$ cat src/ufhp_pkg.sv
package ufhp_pkg;

  localparam int unsigned MAX_FRAME_DEF = 2048;
  localparam int unsigned OUT_W         = 12;

  localparam logic [15:0] ETYPE_VLAN = 16'h8100;
  localparam logic [15:0] ETYPE_QINQ = 16'h88A8;
  localparam logic [15:0] ETYPE_IPV4 = 16'h0800;
  localparam logic [15:0] ETYPE_IPV6 = 16'h86DD;
  localparam logic [7:0]  PROTO_UDP  = 8'd17;

  typedef struct packed {
    logic [7:0] frame_byte;
    logic       last_byte;
  } in_item_t;

  typedef struct packed {
    logic             accepted;
    logic [OUT_W-1:0] payload_offset;
    logic [OUT_W-1:0] payload_length;
  } out_item_t;

  // held input beat handed to the parser
  typedef struct packed {
    logic     valid;
    in_item_t item;
  } beat_t;

  // verdict handed to the result register
  typedef struct packed {
    logic      valid;
    out_item_t item;
  } verdict_t;

endpackage

$ cat src/ufhp_in_stage.sv
module ufhp_in_stage (
  input  logic               clk,
  input  logic               rst_n,
  input  logic               in_valid,
  input  ufhp_pkg::in_item_t in_data,
  output logic               in_stall,
  input  logic               advance,
  output ufhp_pkg::beat_t    beat
);
  import ufhp_pkg::*;

  logic     valid_r;
  logic     valid_nxt;
  in_item_t item_r;
  logic     load;

  assign in_stall = valid_r && !advance;
  assign load     = in_valid && !in_stall;

  always_comb begin
    valid_nxt = valid_r;
    if (load) begin
      valid_nxt = 1'b1;
    end else if (advance) begin
      valid_nxt = 1'b0;
    end
  end

  always_ff @(posedge clk) begin
    if (!rst_n) begin
      valid_r <= 1'b0;
    end else begin
      valid_r <= valid_nxt;
    end
  end

  always_ff @(posedge clk) begin
    if (load) begin
      item_r <= in_data;
    end
  end

  assign beat.valid = valid_r;
  assign beat.item  = item_r;

endmodule

$ cat src/ufhp_parse.sv
module ufhp_parse #(
  parameter int unsigned MAX_FRAME = ufhp_pkg::MAX_FRAME_DEF
) (
  input  logic               clk,
  input  logic               rst_n,
  input  ufhp_pkg::beat_t    beat,
  input  logic               out_free,
  input  logic [15:0]        match_port,
  output logic               advance,
  output ufhp_pkg::verdict_t verdict
);
  import ufhp_pkg::*;

  localparam int unsigned PW = $clog2(MAX_FRAME + 1);
  localparam int unsigned CW = PW + 1;
  localparam int unsigned OW = (CW > OUT_W) ? CW : OUT_W;

  typedef enum logic [2:0] {
    PH_ETH, PH_VLAN, PH_IPV4, PH_IPV6, PH_UDP, PH_DONE, PH_SKIP
  } phase_t;

  phase_t        phase_r, phase_nxt;
  logic [PW-1:0] pos_r, pos_nxt;
  logic [15:0]   type_r, type_nxt;
  logic [PW-1:0] l3_r, l3_nxt;
  logic [5:0]    hdr_r, hdr_nxt;
  logic [PW-1:0] udp_r, udp_nxt;
  logic [7:0]    port_hi_r, port_hi_nxt;
  logic          checks_r, checks_nxt;

  logic [PW-1:0] pos_inc;
  logic [PW-1:0] rel;
  logic [PW-1:0] rel_udp;
  logic [15:0]   type_full;
  logic [7:0]    b;
  logic          fire_last;
  logic          acc;
  logic [OW-1:0] off_w, len_w, diff_w;

  function automatic phase_t next_phase(input logic [15:0] t);
    phase_t p;
    if (t == ETYPE_VLAN || t == ETYPE_QINQ) begin
      p = PH_VLAN;
    end else if (t == ETYPE_IPV4) begin
      p = PH_IPV4;
    end else if (t == ETYPE_IPV6) begin
      p = PH_IPV6;
    end else begin
      p = PH_SKIP;
    end
    return p;
  endfunction

  // a last byte needs room in the result register; other bytes never wait
  assign advance   = beat.valid && (!beat.item.last_byte || out_free);
  assign fire_last = advance && beat.item.last_byte;
  assign b         = beat.item.frame_byte;
  assign pos_inc   = pos_r + PW'(1);
  assign rel       = pos_r - l3_r;
  assign rel_udp   = pos_r - udp_r;
  assign type_full = {type_r[15:8], b};

  always_comb begin
    phase_nxt   = phase_r;
    pos_nxt     = pos_r;
    type_nxt    = type_r;
    l3_nxt      = l3_r;
    hdr_nxt     = hdr_r;
    udp_nxt     = udp_r;
    port_hi_nxt = port_hi_r;
    checks_nxt  = checks_r;

    if (advance) begin
      if (pos_r >= PW'(MAX_FRAME)) begin
        // overlong: counter holds at the limit
        phase_nxt  = PH_SKIP;
        checks_nxt = 1'b0;
      end else begin
        pos_nxt = pos_inc;
        unique case (phase_r)
          PH_ETH: begin
            if (pos_r == PW'(12)) begin
              type_nxt = {b, 8'h00};
            end else if (pos_r == PW'(13)) begin
              type_nxt  = type_full;
              l3_nxt    = pos_inc;
              phase_nxt = next_phase(type_full);
              if (phase_nxt == PH_SKIP) checks_nxt = 1'b0;
            end
          end
          PH_VLAN: begin
            if (rel == PW'(2)) begin
              type_nxt = {b, 8'h00};
            end else if (rel == PW'(3)) begin
              type_nxt  = type_full;
              l3_nxt    = pos_inc;
              phase_nxt = next_phase(type_full);
              if (phase_nxt == PH_SKIP) checks_nxt = 1'b0;
            end
          end
          PH_IPV4: begin
            if (rel == '0) begin
              hdr_nxt = {b[3:0], 2'b00};
              if (hdr_nxt < 6'd20) begin
                phase_nxt  = PH_SKIP;
                checks_nxt = 1'b0;
              end
            end else if (rel == PW'(9)) begin
              if (b != PROTO_UDP) begin
                phase_nxt  = PH_SKIP;
                checks_nxt = 1'b0;
              end
            end else if (rel + PW'(1) == PW'(hdr_r)) begin
              udp_nxt   = pos_inc;
              phase_nxt = PH_UDP;
            end
          end
          PH_IPV6: begin
            if (rel == PW'(6)) begin
              if (b != PROTO_UDP) begin
                phase_nxt  = PH_SKIP;
                checks_nxt = 1'b0;
              end
            end else if (rel == PW'(39)) begin
              udp_nxt   = pos_inc;
              phase_nxt = PH_UDP;
            end
          end
          PH_UDP: begin
            if (rel_udp == PW'(2)) begin
              port_hi_nxt = b;
            end else if (rel_udp == PW'(3)) begin
              if ({port_hi_r, b} != match_port) begin
                phase_nxt  = PH_SKIP;
                checks_nxt = 1'b0;
              end
            end else if (rel_udp == PW'(7)) begin
              phase_nxt = PH_DONE;
            end
          end
          PH_DONE, PH_SKIP: ;
          default: ;
        endcase
      end
    end

    // verdict from the state after this byte
    acc    = (phase_nxt == PH_DONE) && checks_nxt;
    off_w  = OW'(udp_nxt) + OW'(8);
    len_w  = OW'(pos_r) + OW'(1);
    diff_w = len_w - off_w;

    verdict.valid               = fire_last;
    verdict.item.accepted       = acc;
    verdict.item.payload_offset = acc ? off_w[OUT_W-1:0] : '0;
    verdict.item.payload_length = acc ? diff_w[OUT_W-1:0] : '0;

    if (fire_last) begin
      phase_nxt   = PH_ETH;
      pos_nxt     = '0;
      type_nxt    = '0;
      l3_nxt      = '0;
      hdr_nxt     = '0;
      udp_nxt     = '0;
      port_hi_nxt = '0;
      checks_nxt  = 1'b1;
    end
  end

  always_ff @(posedge clk) begin
    if (!rst_n) begin
      phase_r   <= PH_ETH;
      pos_r     <= '0;
      type_r    <= '0;
      l3_r      <= '0;
      hdr_r     <= '0;
      udp_r     <= '0;
      port_hi_r <= '0;
      checks_r  <= 1'b1;
    end else begin
      phase_r   <= phase_nxt;
      pos_r     <= pos_nxt;
      type_r    <= type_nxt;
      l3_r      <= l3_nxt;
      hdr_r     <= hdr_nxt;
      udp_r     <= udp_nxt;
      port_hi_r <= port_hi_nxt;
      checks_r  <= checks_nxt;
    end
  end

  a_pos_bound: assert property (@(posedge clk) disable iff (!rst_n)
    pos_r <= PW'(MAX_FRAME))
    else $error("byte position beyond frame limit");

  a_clear_after_last: assert property (@(posedge clk) disable iff (!rst_n)
    fire_last |=> (pos_r == '0) && (phase_r == PH_ETH) && checks_r)
    else $error("frame state not cleared after last beat");

  a_fail_skips: assert property (@(posedge clk) disable iff (!rst_n)
    !checks_r |-> (phase_r == PH_SKIP))
    else $error("failed check without skip phase");

  a_acc_sane: assert property (@(posedge clk) disable iff (!rst_n)
    (fire_last && acc) |-> (off_w >= OW'(42)) && (len_w >= off_w))
    else $error("accepted verdict with impossible offset");

endmodule

$ cat src/ufhp_out_reg.sv
module ufhp_out_reg (
  input  logic                clk,
  input  logic                rst_n,
  input  ufhp_pkg::verdict_t  verdict,
  input  logic                out_stall,
  output logic                out_free,
  output logic                out_valid,
  output ufhp_pkg::out_item_t out_data
);
  import ufhp_pkg::*;

  logic      valid_r;
  logic      valid_nxt;
  out_item_t data_r;

  assign out_free = !valid_r || !out_stall;

  always_comb begin
    valid_nxt = valid_r;
    if (verdict.valid) begin
      valid_nxt = 1'b1;
    end else if (!out_stall) begin
      valid_nxt = 1'b0;
    end
  end

  always_ff @(posedge clk) begin
    if (!rst_n) begin
      valid_r <= 1'b0;
    end else begin
      valid_r <= valid_nxt;
    end
  end

  always_ff @(posedge clk) begin
    if (verdict.valid) begin
      data_r <= verdict.item;
    end
  end

  assign out_valid = valid_r;
  assign out_data  = data_r;

endmodule

$ cat src/udp_feed_header_parser_unit.sv
// channel | dir | handshake          | beat
// in_     | in  | in_valid/in_stall  | one frame byte and last mark
// out_    | out | out_valid/out_stall| one verdict per frame
// cfg_    | in  | cfg_valid/cfg_ready| UDP destination port
//
// One byte per cycle unless a last byte waits for room; the verdict is put
// in the result register via the input register, then the parse logic.
// Rate is set by the single parse pass between input and result registers.
// rst_n is synchronous: frame state back to the Ethernet phase, port to 0.
// While out_stall holds a verdict, non-last bytes keep flowing; a last byte
// waits in the input register until the result register frees.
module udp_feed_header_parser_unit #(
  parameter int unsigned MAX_FRAME = ufhp_pkg::MAX_FRAME_DEF
) (
  input  logic                clk,
  input  logic                rst_n,
  input  logic                in_valid,
  input  ufhp_pkg::in_item_t  in_data,
  output logic                in_stall,
  output logic                out_valid,
  output ufhp_pkg::out_item_t out_data,
  input  logic                out_stall,
  input  logic                cfg_valid,
  input  logic [15:0]         cfg_data,
  output logic                cfg_ready
);
  import ufhp_pkg::*;

  beat_t       beat;
  verdict_t    verdict;
  logic        advance;
  logic        out_free;
  logic [15:0] match_port_r;

  assign cfg_ready = 1'b1;

  always_ff @(posedge clk) begin
    if (!rst_n) begin
      match_port_r <= '0;
    end else if (cfg_valid && cfg_ready) begin
      match_port_r <= cfg_data;
    end
  end

  ufhp_in_stage u_in (
    .clk      (clk),
    .rst_n    (rst_n),
    .in_valid (in_valid),
    .in_data  (in_data),
    .in_stall (in_stall),
    .advance  (advance),
    .beat     (beat)
  );

  ufhp_parse #(
    .MAX_FRAME (MAX_FRAME)
  ) u_parse (
    .clk        (clk),
    .rst_n      (rst_n),
    .beat       (beat),
    .out_free   (out_free),
    .match_port (match_port_r),
    .advance    (advance),
    .verdict    (verdict)
  );

  ufhp_out_reg u_out (
    .clk       (clk),
    .rst_n     (rst_n),
    .verdict   (verdict),
    .out_stall (out_stall),
    .out_free  (out_free),
    .out_valid (out_valid),
    .out_data  (out_data)
  );

endmodule

$ cat config.mk
export PLATFORM = sky130hd
export DESIGN_NAME = udp_feed_header_parser_unit
export DESIGN_NICKNAME = d
export VERILOG_FILES = /design/src/ufhp_pkg.sv /design/src/ufhp_in_stage.sv /design/src/ufhp_parse.sv /design/src/ufhp_out_reg.sv /design/src/udp_feed_header_parser_unit.sv
export SDC_FILE = /design/constraint.sdc
export NUM_CORES = 1
export LEC_CHECK = 0
export BUFFER_PORTS_ARGS = -buffer_cell sky130_fd_sc_hd__buf_2
export CORE_UTILIZATION = 50
export DETAILED_ROUTE_END_ITERATION = 16
export PLACE_DENSITY = 0.68
export SLEW_MARGIN = 0
export SYNTH_ARGS = -nofsm -noshare
export SYNTH_HDL_FRONTEND = slang
export SYNTH_SLANG_ARGS = --single-unit
$ cat constraint.sdc
create_clock -name clk -period 7.4 [get_ports clk]
set_input_delay 0.74 -clock clk [delete_from_list [all_inputs] [get_ports clk]]
set_output_delay 0.74 -clock clk [all_outputs]
set_load 0.02 [all_outputs]
==> flow_metrics.tcl <==
set metrics [dict create \
    r2r-start "u_parse.pos_r[0]" \
    cp_slowest_cell "fa_1" \
    vdd_drop_max_mv 0.155 \
    stdcell_count 1039 \
    hold_start "u_parse.type_r[14]" \
    grt_use_total_pct 24.7 \
    slowest_delay_ns 0.51 \
    power.switching_mw 0.319 \
    r2r_cells 29 \
    swShare_pct 24.7 \
    antenna_found_initial 0 \
    critPathLaunchType "flop" \
    r2r_end "u_out.out_data[11]" \
    grt_pass1_wl_um 29000 \
    grt_pass1_vias 5994 \
    syn2layout_area_growth_pct 10.7 \
    mostFrequentLayoutCells "104 x nor2_1, 78 x dfxtp_1, 56 x buf_2" \
    dieArea_um2 15000 \
    slew_viol_final 0 \
    tns_ns 0 \
    clk_pin_slew_ns 0.08 \
    wl_per_cell_um 17.0 \
    pwr-share-seq_pct 51.1 \
    drtAntennaViolNets 0 \
    drc_errors 0 \
    grt_max_degree 60 \
    drive_gt1_share_pct 12.0 \
    r2r_setup_slack_ns 0.55 \
    finalCritPeriodShare_pct 92.6 \
    total_power_mw 1.29 \
    fmax_ghz 0.146 \
    firstDrtPassIters 5 \
    power_density_nw_per_um2 161 \
    root_buffer "clkbuf_16" \
    via_count 6141 \
    power.leakage_nw 3.32 \
    routed_wl_um 17700 \
    initial_core_util_pct 51.7 \
    outcome "finished clean" \
    clk_path_buf_depth 2 \
    min_to "u_parse.type_r[14]" \
    ys_ff_latch 112 \
    hpwl_um 13500 \
    hold_path_class "flop to flop" \
    worstSkewPairLatency_ns 0.36 \
    cap_violations 0 \
    row_count 43 \
    cts_tree "yes" \
    boundaryPins 58 \
    fin_crit_ns 6.85 \
    cp_max_fo 11 \
    avgSynthCellArea_um2 8.95 \
    cp.required_ns 7.51 \
    postSynthCellCount 809 \
    post_cts_buffers 0 \
    worstHoldPathCells 2 \
    yosysUniqueCellTypes 78 \
    place_area_um2 7670 \
    design_area_um2 8010 \
    synthesis.area_um2 7240 \
    hold_buffers 0 \
    viasPerCell 5.91 \
    pwr-share-clk_pct 41.5 \
    cts-htree-levels 3 \
    io_buffers 56 \
    internal-power_mw 0.974 \
    skew_ns 0.00902 \
    gp_congestion 0.877 \
    overflow 0 \
    fin_nets 934 \
    crit_arrival_ns 6.97 \
    die_x_um 122 \
    post-place-cells 1023 \
    design.core.area_um2 14000 \
    synth.yosys.warnings 0 \
    synth_edf_count 34 \
    ys_seq_area_share_pct 35.7 \
    synth_nets 889 \
    max_slew_margin_pct 20.4 \
    critical_path_class "flop to flop" \
    cts_buffers 9 \
    end_kind "flop" \
    setup_viol 0 \
    die_y_um 122 \
    synth_ff_type "dfxtp_1" \
    drt_iter0_drc 457 \
    crit_top_cell "a21oi_1" \
    rsz0062_at_grt "no" \
    whs_ns 0.465 \
    synthArstFlopShare_pct 0 \
    cts_num_sinks 112 \
    hold_violations 0 \
    comb_power_share_pct 7.4 \
    worst_pin_slew_ns 1.19 \
    antenna_cells 0 \
    final_common_cell "nor2_1" \
]
[through the flow]
| stage | util, % | setup WS, ns |
|---|---|---|
| after floorplan | - | 1.19 |
| after detailed placement | 54.8 | 0.453 |
| after global routing | 57.3 | 0.0786 |
| final | 57.3 | 0.545 |
| after CTS | 57.2 | 0.363 |
| after global placement | 54.8 | 0.728 |
[state kept, by name, indices dropped and copies added, names as in the netlist]
name,cells
u_parse.udp_r,12
u_in.beat,9
u_parse.l3_r,12
u_out.out_data,25
u_parse.type_r,8
u_in.valid_r,1
u_parse.checks_r,1
match_port_r,16
u_out.out_valid,1
u_parse.phase_r,3
u_parse.pos_r,12
u_parse.port_hi_r,8
u_parse.hdr_r,4
[Yosys cell counts, drive strengths merged, types with 9 or more instances]
library cell  instances  area share [%]
nor2                105             5.5
dfxtp                78              22
nand2                51             2.6
ha                   47             8.1
inv                  47             2.4
mux2i                45             6.3
xor2                 39             4.7
a21oi                36             2.5
edfxtp               34              14
nor3                 33             2.5
nor2b                27             2.3
xnor2                27             3.3
o21ai                23             1.6
nand3                18             1.2
clkbuf               17            0.88
a31oi                13             1.3
and3                 12             1.0
buf                  12            0.92
nand3b               11             1.2
nand4                11            0.95
nor4                 11            0.95
o21a                  9            0.95
[worst max-delay path by stage]
stage | end | startpoint | cells past startpoint | slack (ns)
after detailed placement | u_out.out_data[11] | u_parse.pos_r[0] | 29 | 0.45
after global placement | u_out.out_data[11] | u_parse.pos_r[0] | 29 | 0.73
after CTS | u_out.out_data[11] | u_parse.pos_r[0] | 29 | 0.36
after global routing | u_out.out_data[11] | u_parse.pos_r[0] | 29 | 0.08
after floorplan | u_out.out_data[11] | u_parse.pos_r[0] | 31 | 1.19
final | u_out.out_data[11] | u_parse.pos_r[0] | 29 | 0.55
[per-layer routing]
metal | vias to the layer above | track usage (%) | routed length, um
li1 | 2959 | - | -
met1 | 2960 | 32.3 | 8040
met2 | 192 | 40.7 | 8340
met3 | 30 | 4.51 | 982
met4 | 0 | 8.92 | 346
met5 | - | 0 | 0
[final cells by class]
class	count	area [um^2]
well taps	180	225
inverters	47	176
clock inverters	6	83.8
flip-flops and latches	112	2580
clock buffers	10	250
repair buffers	63	333
multi-input cells	621	4360
fillers	1283	5980
[critical path: cells and delay by family (launching register included)]
family	cells	cell delay, ns
XOR/XNOR	4	0.89
multiplexers	2	0.61
AO/OA/AOI/OAI	10	2.00
flip-flops	1	0.49
adder cells (fa/ha/maj)	5	1.65
AND/OR/NAND/NOR	5	0.67
buffers and inverters	3	0.28
[kinds of logic (layout without fill, tap and decap cells)]
logic type | count (synthesis) | after routing | share of synthesized area [%]
AOI/OAI and AO/OA | 140 | 140 | 13.4
buffers and inverters | 76 | 126 | 4.24
xor gates and xnor gates | 68 | 68 | 8.63
muxes | 49 | 49 | 6.90
and+or+nand+nor | 312 | 312 | 22.0
adders and majority gates | 51 | 51 | 9.09
other | 1 | 1 | 0.0518
DFF | 112 | 112 | 35.7
[what timing repair did]
item,4_1_cts,5_1_grt
gates resized for setup,0,1
setup endpoints to repair,0,1
endpoints found under the hold margin,0,0
[power groups by stage]
| stage | sequential (mW) | combinational, mW | clock (mW) |
|---|---|---|---|
| after global routing | 0.663 | 0.105 | 0.565 |
| after CTS | 0.661 | 0.0953 | 0.545 |
| after floorplan | 0.674 | 0.0638 | 0 |
| final | 0.661 | 0.0962 | 0.537 |
| after global placement | 0.674 | 0.0921 | 0 |
| after detailed placement | 0.675 | 0.0950 | 0 |
Power figures use the tool's default switching activity.
